## src/rtl/lmt_pkg.sv

```systemverilog
// Shared types and constants of the LCD mode timing controller.
// No dependencies; imported by every module of the block.
`timescale 1ns / 1ps

package lmt_pkg;

  // Dot counter width and palette register count
  localparam int unsigned DOT_W = 10;
  localparam int unsigned PAL_N = 5;

  // Request operation codes
  localparam logic [1:0] OP_TICK  = 2'd0;
  localparam logic [1:0] OP_READ  = 2'd1;
  localparam logic [1:0] OP_WRITE = 2'd2;

  // Register offsets
  localparam logic [3:0] REG_CTRL      = 4'd0;
  localparam logic [3:0] REG_STATUS    = 4'd1;
  localparam logic [3:0] REG_SCY       = 4'd2;
  localparam logic [3:0] REG_SCX       = 4'd3;
  localparam logic [3:0] REG_LY        = 4'd4;
  localparam logic [3:0] REG_LYC       = 4'd5;
  localparam logic [3:0] REG_PAL_FIRST = 4'd7;
  localparam logic [3:0] REG_PAL_LAST  = 4'd11;

  // Display modes
  localparam logic [1:0] MODE_HBLANK = 2'd0;
  localparam logic [1:0] MODE_VBLANK = 2'd1;
  localparam logic [1:0] MODE_OAM    = 2'd2;
  localparam logic [1:0] MODE_XFER   = 2'd3;

  // STAT interrupt flag actions
  localparam logic [1:0] STAT_NONE  = 2'd0;
  localparam logic [1:0] STAT_SET   = 2'd1;
  localparam logic [1:0] STAT_CLEAR = 2'd2;

  // Fixed status write mask and timing constants
  localparam logic [7:0]       STAT_WRITE_MASK = 8'h78;
  localparam logic [7:0]       LINE_VBLANK     = 8'd144;
  localparam logic [7:0]       LINE_WRAP       = 8'd154;
  localparam logic [DOT_W-1:0] HBLANK_FINE_LO  = 10'd200;
  localparam logic [DOT_W-1:0] HBLANK_FINE_HI  = 10'd196;

  typedef struct packed {
    logic [1:0] operation;
    logic [3:0] reg_offset;
    logic [7:0] write_data;
  } cmd_t;

  typedef struct packed {
    logic [7:0] read_data;
    logic       vblank_request;
    logic [1:0] stat_action;
    logic       frame_ready;
    logic [1:0] current_mode;
  } res_t;

  typedef struct packed {
    logic [7:0]             ctrl;
    logic [7:0]             stat;
    logic [7:0]             scy;
    logic [7:0]             scx;
    logic [7:0]             ly;
    logic [7:0]             lyc;
    logic [PAL_N-1:0][7:0]  pal;
    logic [1:0]             mode;
    logic [DOT_W-1:0]       dots;
  } state_t;

endpackage

```

## src/rtl/lmt_engine.sv

```systemverilog
// Next-state and result logic for one request of the LCD mode timing controller.
// Depends on lmt_pkg; purely combinational.
`timescale 1ns / 1ps

module lmt_engine #(
  parameter int unsigned HBLANK_DOTS      = 204,
  parameter int unsigned VBLANK_LINE_DOTS = 456,
  parameter int unsigned OAM_SCAN_DOTS    = 80,
  parameter int unsigned TRANSFER_DOTS    = 172
) (
  input  lmt_pkg::state_t cur,
  input  lmt_pkg::cmd_t   cmd,
  output lmt_pkg::state_t nxt,
  output lmt_pkg::res_t   result
);
  import lmt_pkg::*;

  localparam logic [DOT_W-1:0] HBLANK_LEN = DOT_W'(HBLANK_DOTS);
  localparam logic [DOT_W-1:0] VBLANK_LEN = DOT_W'(VBLANK_LINE_DOTS);
  localparam logic [DOT_W-1:0] OAM_LEN    = DOT_W'(OAM_SCAN_DOTS);
  localparam logic [DOT_W-1:0] XFER_LEN   = DOT_W'(TRANSFER_DOTS);

  // STAT source check for a given mode and status value
  function automatic logic [1:0] stat_eval(input logic [1:0] mode, input logic [7:0] stat);
    logic hit;
    begin
      hit = (mode == MODE_HBLANK && stat[3]) ||
            (mode == MODE_VBLANK && stat[4]) ||
            (mode == MODE_OAM    && stat[5]) ||
            (mode == MODE_XFER   && stat[6]) ||
            (stat[2] && stat[6]);
      return hit ? STAT_SET : STAT_CLEAR;
    end
  endfunction

  logic             lcd_on;
  logic [DOT_W-1:0] dots_inc;
  logic [DOT_W-1:0] hblank_len;
  logic [7:0]       ly_inc;
  logic [2:0]       pal_idx;
  logic [7:0]       stat_wr;

  assign lcd_on   = cur.ctrl[7];
  assign dots_inc = cur.dots + DOT_W'(1);
  assign ly_inc   = cur.ly + 8'd1;
  assign pal_idx  = 3'(cmd.reg_offset - REG_PAL_FIRST);
  assign stat_wr  = cmd.write_data & STAT_WRITE_MASK;

  // Pick hblank length from the fine scroll
  always_comb begin
    if (cur.scx[2:0] == 3'd0) begin
      hblank_len = HBLANK_LEN;
    end else if (cur.scx[2:0] <= 3'd4) begin
      hblank_len = HBLANK_FINE_LO;
    end else begin
      hblank_len = HBLANK_FINE_HI;
    end
  end

  // Evaluate the request against the current state
  always_comb begin
    nxt    = cur;
    result = '0;
    case (cmd.operation)
      OP_TICK: begin
        if (lcd_on) begin
          nxt.dots = dots_inc;
          case (cur.mode)
            MODE_HBLANK: begin
              if (dots_inc >= hblank_len) begin
                nxt.dots = dots_inc - hblank_len;
                nxt.ly   = ly_inc;
                if (ly_inc == LINE_VBLANK) begin
                  nxt.mode              = MODE_VBLANK;
                  nxt.stat[1:0]         = MODE_VBLANK;
                  result.vblank_request = 1'b1;
                  result.frame_ready    = 1'b1;
                end else begin
                  nxt.mode           = MODE_OAM;
                  nxt.stat[1:0]      = MODE_OAM;
                  result.stat_action = stat_eval(MODE_OAM, cur.stat);
                end
              end
            end
            MODE_VBLANK: begin
              if (dots_inc >= VBLANK_LEN) begin
                nxt.dots = dots_inc - VBLANK_LEN;
                if (ly_inc == LINE_WRAP) begin
                  nxt.ly             = 8'd0;
                  nxt.mode           = MODE_OAM;
                  nxt.stat[1:0]      = MODE_OAM;
                  result.stat_action = stat_eval(MODE_OAM, cur.stat);
                end else begin
                  nxt.ly             = ly_inc;
                  result.stat_action = stat_eval(MODE_VBLANK, cur.stat);
                end
              end
            end
            MODE_OAM: begin
              if (dots_inc >= OAM_LEN) begin
                nxt.dots      = dots_inc - OAM_LEN;
                nxt.mode      = MODE_XFER;
                nxt.stat[1:0] = MODE_XFER;
              end
            end
            default: begin
              if (dots_inc >= XFER_LEN) begin
                nxt.dots           = dots_inc - XFER_LEN;
                nxt.mode           = MODE_HBLANK;
                nxt.stat[1:0]      = MODE_HBLANK;
                result.stat_action = stat_eval(MODE_HBLANK, cur.stat);
              end
            end
          endcase
        end
      end
      OP_READ: begin
        case (cmd.reg_offset)
          REG_CTRL:   result.read_data = cur.ctrl;
          REG_STATUS: result.read_data = cur.stat;
          REG_SCY:    result.read_data = cur.scy;
          REG_SCX:    result.read_data = cur.scx;
          REG_LY:     result.read_data = cur.ly;
          REG_LYC:    result.read_data = cur.lyc;
          default: begin
            if (cmd.reg_offset inside {[REG_PAL_FIRST:REG_PAL_LAST]}) begin
              result.read_data = cur.pal[pal_idx];
            end
          end
        endcase
      end
      OP_WRITE: begin
        case (cmd.reg_offset)
          REG_CTRL: begin
            nxt.ctrl = cmd.write_data;
            if (lcd_on && !cmd.write_data[7]) begin
              // Display off: drop to hblank on line zero
              nxt.mode      = MODE_HBLANK;
              nxt.stat[1:0] = MODE_HBLANK;
              nxt.ly        = 8'd0;
            end else if (!lcd_on && cmd.write_data[7]) begin
              // Display on: restart at OAM scan, LYC check has the last word
              nxt.mode           = MODE_OAM;
              nxt.stat[1:0]      = MODE_OAM;
              nxt.dots           = '0;
              result.stat_action = (cur.ly == cur.lyc) ? STAT_SET : STAT_CLEAR;
            end
          end
          REG_STATUS: begin
            nxt.stat = stat_wr;
            if (lcd_on) begin
              result.stat_action = stat_eval(cur.mode, stat_wr);
            end
          end
          REG_SCY: nxt.scy = cmd.write_data;
          REG_SCX: nxt.scx = cmd.write_data;
          REG_LY:  nxt.ly  = cmd.write_data;
          REG_LYC: begin
            nxt.lyc = cmd.write_data;
            if (lcd_on) begin
              result.stat_action = (cur.ly == cmd.write_data) ? STAT_SET : STAT_CLEAR;
            end
          end
          default: begin
            if (cmd.reg_offset inside {[REG_PAL_FIRST:REG_PAL_LAST]}) begin
              nxt.pal[pal_idx] = cmd.write_data;
            end
          end
        endcase
      end
      default: begin
      end
    endcase
    result.current_mode = nxt.mode;
  end

endmodule

```

## src/rtl/lmt_state.sv

```systemverilog
// Display registers, line counter, mode and dot counter of the LCD timing block.
// Depends on lmt_pkg; loads the next state when a request is evaluated.
`timescale 1ns / 1ps

module lmt_state (
  input  logic            clk,
  input  logic            rst,
  input  logic            load,
  input  lmt_pkg::state_t state_next,
  output lmt_pkg::state_t state
);
  import lmt_pkg::*;

  // Clear everything on reset, advance on each evaluated request
  always_ff @(posedge clk) begin
    if (rst) begin
      state <= '0;
    end else if (load) begin
      state <= state_next;
    end
  end

endmodule

```

## src/rtl/lcd_mode_timing_controller_core.sv

```systemverilog
// Top level of the LCD mode timing controller: request register, state, result register.
// Depends on lmt_pkg, lmt_engine and lmt_state.
`timescale 1ns / 1ps

// Takes one request per clock (dot tick, register read or register write) and
// returns exactly one result per request, in order. An accepted request is held
// in the request register and evaluated combinationally against the display
// state; its result is loaded into the result register when the result slot
// is free or draining. Sustained throughput is one request per cycle while
// results are taken as they appear. The rate is set by the state update loop
// (dot counter compare, subtract and mode change). A result waiting for
// res_ready stalls evaluation, and the request register fills before cmd_ready
// drops.
module lcd_mode_timing_controller_core #(
  parameter int unsigned HBLANK_DOTS      = 204,
  parameter int unsigned VBLANK_LINE_DOTS = 456,
  parameter int unsigned OAM_SCAN_DOTS    = 80,
  parameter int unsigned TRANSFER_DOTS    = 172
) (
  input  logic          clk,
  input  logic          rst,
  input  logic          cmd_valid,
  output logic          cmd_ready,
  input  lmt_pkg::cmd_t cmd,
  output logic          res_valid,
  input  logic          res_ready,
  output lmt_pkg::res_t res
);
  import lmt_pkg::*;

  logic   pend_valid;
  cmd_t   pend;
  logic   advance;
  state_t state;
  state_t state_next;
  res_t   result;

  // Evaluate when a request is held and the result slot is free or draining
  assign advance   = pend_valid && (!res_valid || res_ready);
  assign cmd_ready = !pend_valid || advance;

  // Hold the accepted request
  always_ff @(posedge clk) begin
    if (rst) begin
      pend_valid <= 1'b0;
    end else if (cmd_ready) begin
      pend_valid <= cmd_valid;
    end
  end

  always_ff @(posedge clk) begin
    if (cmd_ready && cmd_valid) begin
      pend <= cmd;
    end
  end

  lmt_engine #(
    .HBLANK_DOTS      (HBLANK_DOTS),
    .VBLANK_LINE_DOTS (VBLANK_LINE_DOTS),
    .OAM_SCAN_DOTS    (OAM_SCAN_DOTS),
    .TRANSFER_DOTS    (TRANSFER_DOTS)
  ) u_engine (
    .cur    (state),
    .cmd    (pend),
    .nxt    (state_next),
    .result (result)
  );

  lmt_state u_state (
    .clk        (clk),
    .rst        (rst),
    .load       (advance),
    .state_next (state_next),
    .state      (state)
  );

  // Register the result until it is taken
  always_ff @(posedge clk) begin
    if (rst) begin
      res_valid <= 1'b0;
    end else if (advance) begin
      res_valid <= 1'b1;
    end else if (res_ready) begin
      res_valid <= 1'b0;
    end
  end

  always_ff @(posedge clk) begin
    if (advance) begin
      res <= result;
    end
  end

endmodule

```

## config.mk

```make
export PLATFORM = sky130hd
export DESIGN_NAME = lcd_mode_timing_controller_core
export DESIGN_NICKNAME = d
export VERILOG_FILES = /design/src/rtl/lmt_pkg.sv /design/src/rtl/lmt_engine.sv /design/src/rtl/lmt_state.sv /design/src/rtl/lcd_mode_timing_controller_core.sv
export SDC_FILE = /design/constraint.sdc
export NUM_CORES = 1
export LEC_CHECK = 0
export BUFFER_PORTS_ARGS = -buffer_cell sky130_fd_sc_hd__buf_2
export CAP_MARGIN = 40
export CELL_PAD_IN_SITES_DETAIL_PLACEMENT = 0
export CELL_PAD_IN_SITES_GLOBAL_PLACEMENT = 1
export CORE_MARGIN = 8
export CORE_UTILIZATION = 43
export CTS_CLUSTER_DIAMETER = 30
export DETAILED_ROUTE_END_ITERATION = 8
export PLACE_DENSITY_LB_ADDON = 0.3
export SYNTH_ARGS = -nofsm -noshare
export SYNTH_HDL_FRONTEND = slang
export SYNTH_SLANG_ARGS = --single-unit
```

## constraint.sdc

```tcl
create_clock -name clk -period 3.2 [get_ports clk]
set_clock_uncertainty 0.05 [all_clocks]
set_input_delay 0.64 -clock clk [delete_from_list [all_inputs] [get_ports clk]]
set_output_delay 0.64 -clock clk [all_outputs]
set_load 0.05 [all_outputs]
```

==> flow_metrics.env <==
export IMPL_status="finished, final reports clean"
export IMPL_numCtsBuffers=17
export IMPL_drt_iter0_markers=736
export IMPL_antenna_found_initial=0
export IMPL_finalInstanceArea_mm2=0.00902
export IMPL_finalSetupViolCount=0
export IMPL_worstPathCellList="or2_2 > ha_1 > inv_1 > ha_1 > inv_1 > fa_1 > a31o_2 > a21oi_2 > o31a_4 > a21oi_2 > or4b_4 > a211oi_4 > nor2_1"
export IMPL_drive_gt1_share_pct=18.3
export IMPL_p_leak_nw=3.48
export IMPL_ys_warn_count=0
export IMPL_place_hpwl_mm=16.6
export IMPL_wl_mm=23.6
export IMPL_crit_required_ns=3.32
export IMPL_holdCritPathClass="in -> reg"
export IMPL_max_stage_delay_ns=0.50
export IMPL_pre_cts_ws_ns=0.0413
export IMPL_cpMaxStageDelayCell="or4b_4"
export IMPL_crit_path_end_kind="flip-flop"
export IMPL_num_rows=49
export IMPL_fin_crit_ns=3.15
export IMPL_pin_count=34
export IMPL_power_total_w=0.00393
export IMPL_grt_ovfl_total=0
export IMPL_final_util_pct=50.7
export IMPL_grt_setup_unrepaired="true"
export IMPL_peakVddDrop_v=0.000369
export IMPL_synth_edf_count=27
export IMPL_syn_area_per_cell_um2=8.50
export IMPL_area_growth_pct=17.4
export IMPL_timing_final_crit_share_pct=98.5
export IMPL_viasPerCell=5.92
export IMPL_grt_pass1_vias=6645
export IMPL_core_area_mm2=0.0178
export IMPL_drt_pass1_iter_count=6
export IMPL_die_h_um=150
export IMPL_synth_fp_nets=946
export IMPL_cts_hold_buf=0
export IMPL_initial_core_util_pct=43.2
export IMPL_cellPowerDensity_mw_per_mm2=436
export IMPL_fin_nets=990
export IMPL_htreeDepth=4
export IMPL_cts_tree="yes"
export IMPL_crit_type="reg -> reg"
export IMPL_grtUsageTotal_pct=21.3
export IMPL_slew_viol_final=0
export IMPL_grt_pass1_wl_mm=37.5
export IMPL_ant_nets=0
export IMPL_dpl_cell_area_mm2=0.00826
export IMPL_synth_seq_area_share_pct=36.6
export IMPL_start_kind="flip-flop"
export IMPL_clk_path_buf_depth=2
export IMPL_async_flop_share_pct=0
export IMPL_arrival_ns=3.27
export IMPL_die_w_um=150
export IMPL_clk_pin_slew_ns=0.06
export IMPL_drc=0
export IMPL_root_buffer="clkbuf_16"
export IMPL_diodes=0
export IMPL_rrSetupSlack_ns=0.05
export IMPL_synth_ff_type="dfxtp_1"
export IMPL_place_congestion=0.879
export IMPL_synthCells=904
export IMPL_crit_path_max_fanout=3
export IMPL_ys_seq_elements=127
export IMPL_die_area_mm2=0.0224
export IMPL_cts_sinks=127
export IMPL_setup_slack_ns=0.0475
export IMPL_drt_wirelength_per_cell_um=19.8
export IMPL_ys_types=87
export IMPL_grt_max_degree=42
export IMPL_vias=7039
export IMPL_tightest_slew_ns=0.719
export IMPL_hold_ws_ns=0.342
export IMPL_drv_cap=0
export IMPL_synth_area_mm2=0.00769
export IMPL_fmax_mhz=317
export IMPL_slew_limit_headroom_pct=52.1
export IMPL_hold_viol_final=0
export IMPL_numPortBuffers=33
export IMPL_worst_skew_pair_late_latency_ns=0.42
## timing repair
action,4_1_cts,5_1_grt
gates resized for setup,0,13
setup buffers,0,8
endpoints found under the setup margin,0,19
## final timing paths
kind                                                startpoint                        endpoint  depth (start not counted)
worst max register to register  u_state.state[68]$_SDFFE_PP0P_                res[0]$_DFFE_PP_                         13
worst min register to register  u_state.state[72]$_SDFFE_PP0P_  u_state.state[72]$_SDFFE_PP0P_                          2
worst max-delay path            u_state.state[68]$_SDFFE_PP0P_                res[0]$_DFFE_PP_                         13
worst min-delay path                                    cmd[8]               pend[8]$_DFFE_PP_                          1
## state kept, by name, indices dropped and copies added, names as in the netlist
name and flops:
res_valid 1, pend_valid 1, u_state.state 98, res 13, pend 14
## placed cells by master, fill, tap and decap left out, types with 4 or more instances in the layout
cell	synthesis	routed
clkbuf_16	0	20
nand2b_1	4	4
and3_1	5	5
o22ai_1	11	11
a211oi_1	9	8
nor4_1	5	5
o21ai_0	26	26
a22o_1	6	6
a31oi_1	11	11
xor2_1	16	15
dfxtp_1	100	98
buf_2	12	32
edfxtp_1	27	27
mux2i_1	53	53
ha_1	23	23
a21oi_1	78	77
xnor2_1	30	29
nor2b_1	7	7
buf_4	5	67
a32o_1	4	4
nand4_1	13	13
o211ai_1	14	14
nand2_1	94	94
a221oi_1	10	10
a22oi_1	15	15
nor2_1	83	82
inv_1	25	25
and2_1	9	9
nor3_1	12	11
mux2_2	9	9
nand3_1	51	51
## power by group
group / internal, W / switching, W / leakage (nW)
logic: 0.0000753 / 0.000189 / 2.13
registers: 0.00166 / 0.0000357 / 1.06
clock network: 0.00122 / 0.000754 / 0.290
## cell families (layout without fill, tap and decap cells)
family / count (synthesis) / count (layout) / synth area share [%]
adder cells (fa/ha/maj): 24 / 24 / 4.00
buffers and inverters: 100 / 157 / 5.52
AND/OR/NAND/NOR: 313 / 313 / 19.5
multiplexers: 62 / 62 / 8.22
XOR/XNOR: 46 / 46 / 5.24
flip-flops: 127 / 127 / 36.6
AO/OA/AOI/OAI: 232 / 232 / 20.9
## cell type report
| cell class | count | area (um2) |
|---|---|---|
| fillers | 1725 | 8760 |
| well taps | 229 | 287 |
| repair buffers | 100 | 683 |
| multi-input cells | 677 | 4530 |
| flip-flops and latches | 127 | 2820 |
| clock buffers | 23 | 512 |
| inverters | 25 | 93.8 |
| clock inverters | 9 | 95.1 |
## per-stage QoR
stage | TNS (ns) | instances
2_1_floorplan | 0 | 904
3_3_place_gp | 0 | 1150
3_5_place_dp | 0 | 1150
4_1_cts | 0 | 1182
5_1_grt | -0.123 | 1190
6_report | 0 | 1190
## worst max-delay path: cells and delay by family (launching register included)
family	cells	cell delay, ns
buf+inv	2	0.12
fa+ha+maj	3	0.62
simple gates	3	0.87
compound gates	5	0.92
flops	1	0.32
## cells in the mapped netlist (3+ instances only)
| library cell | instances | area [um2] |
|---|---|---|
| nand2_1 | 94 | 353 |
| and2_1 | 9 | 56.3 |
| edfxtp_1 | 27 | 811 |
| a311oi_1 | 4 | 35.0 |
| nand2b_1 | 4 | 25.0 |
| clkbuf_1 | 53 | 199 |
| a31oi_1 | 11 | 68.8 |
| nor3b_1 | 3 | 22.5 |
| buf_1 | 3 | 11.3 |
| mux2_2 | 9 | 101 |
| a211oi_1 | 9 | 67.6 |
| o211ai_1 | 14 | 105 |
| nor2_1 | 83 | 312 |
| and3_1 | 5 | 31.3 |
| xnor2_1 | 30 | 263 |
| inv_1 | 25 | 93.8 |
| dfxtp_1 | 100 | 2000 |
| a21oi_1 | 78 | 390 |
| o22ai_1 | 11 | 68.8 |
| mux2i_1 | 53 | 531 |
| a22o_1 | 6 | 52.6 |
| a41oi_1 | 4 | 35.0 |
| nor4_1 | 5 | 31.3 |
| nand4_1 | 13 | 81.3 |
| nor3_1 | 12 | 60.1 |
| o31ai_1 | 3 | 22.5 |
| buf_4 | 5 | 37.5 |
| o21ai_0 | 26 | 130 |
| nor2b_1 | 7 | 43.8 |
| a2111oi_0 | 3 | 26.3 |
| xor2_1 | 16 | 140 |
| buf_2 | 12 | 60.1 |
| nand3_1 | 51 | 255 |
| a32o_1 | 4 | 40.0 |
| ha_1 | 23 | 288 |
| a221oi_1 | 10 | 87.6 |
| a22oi_1 | 15 | 113 |
## layer usage
layer / vias up / GRT usage (%) / wire [um]
met5: - / 0 / 0
met4: 0 / 7.75 / 477
met3: 39 / 3.93 / 1490
met2: 264 / 32.7 / 10700
met1: 3372 / 29.3 / 10900
li1: 3364 / - / -
Power figures use the tool's default switching activity.
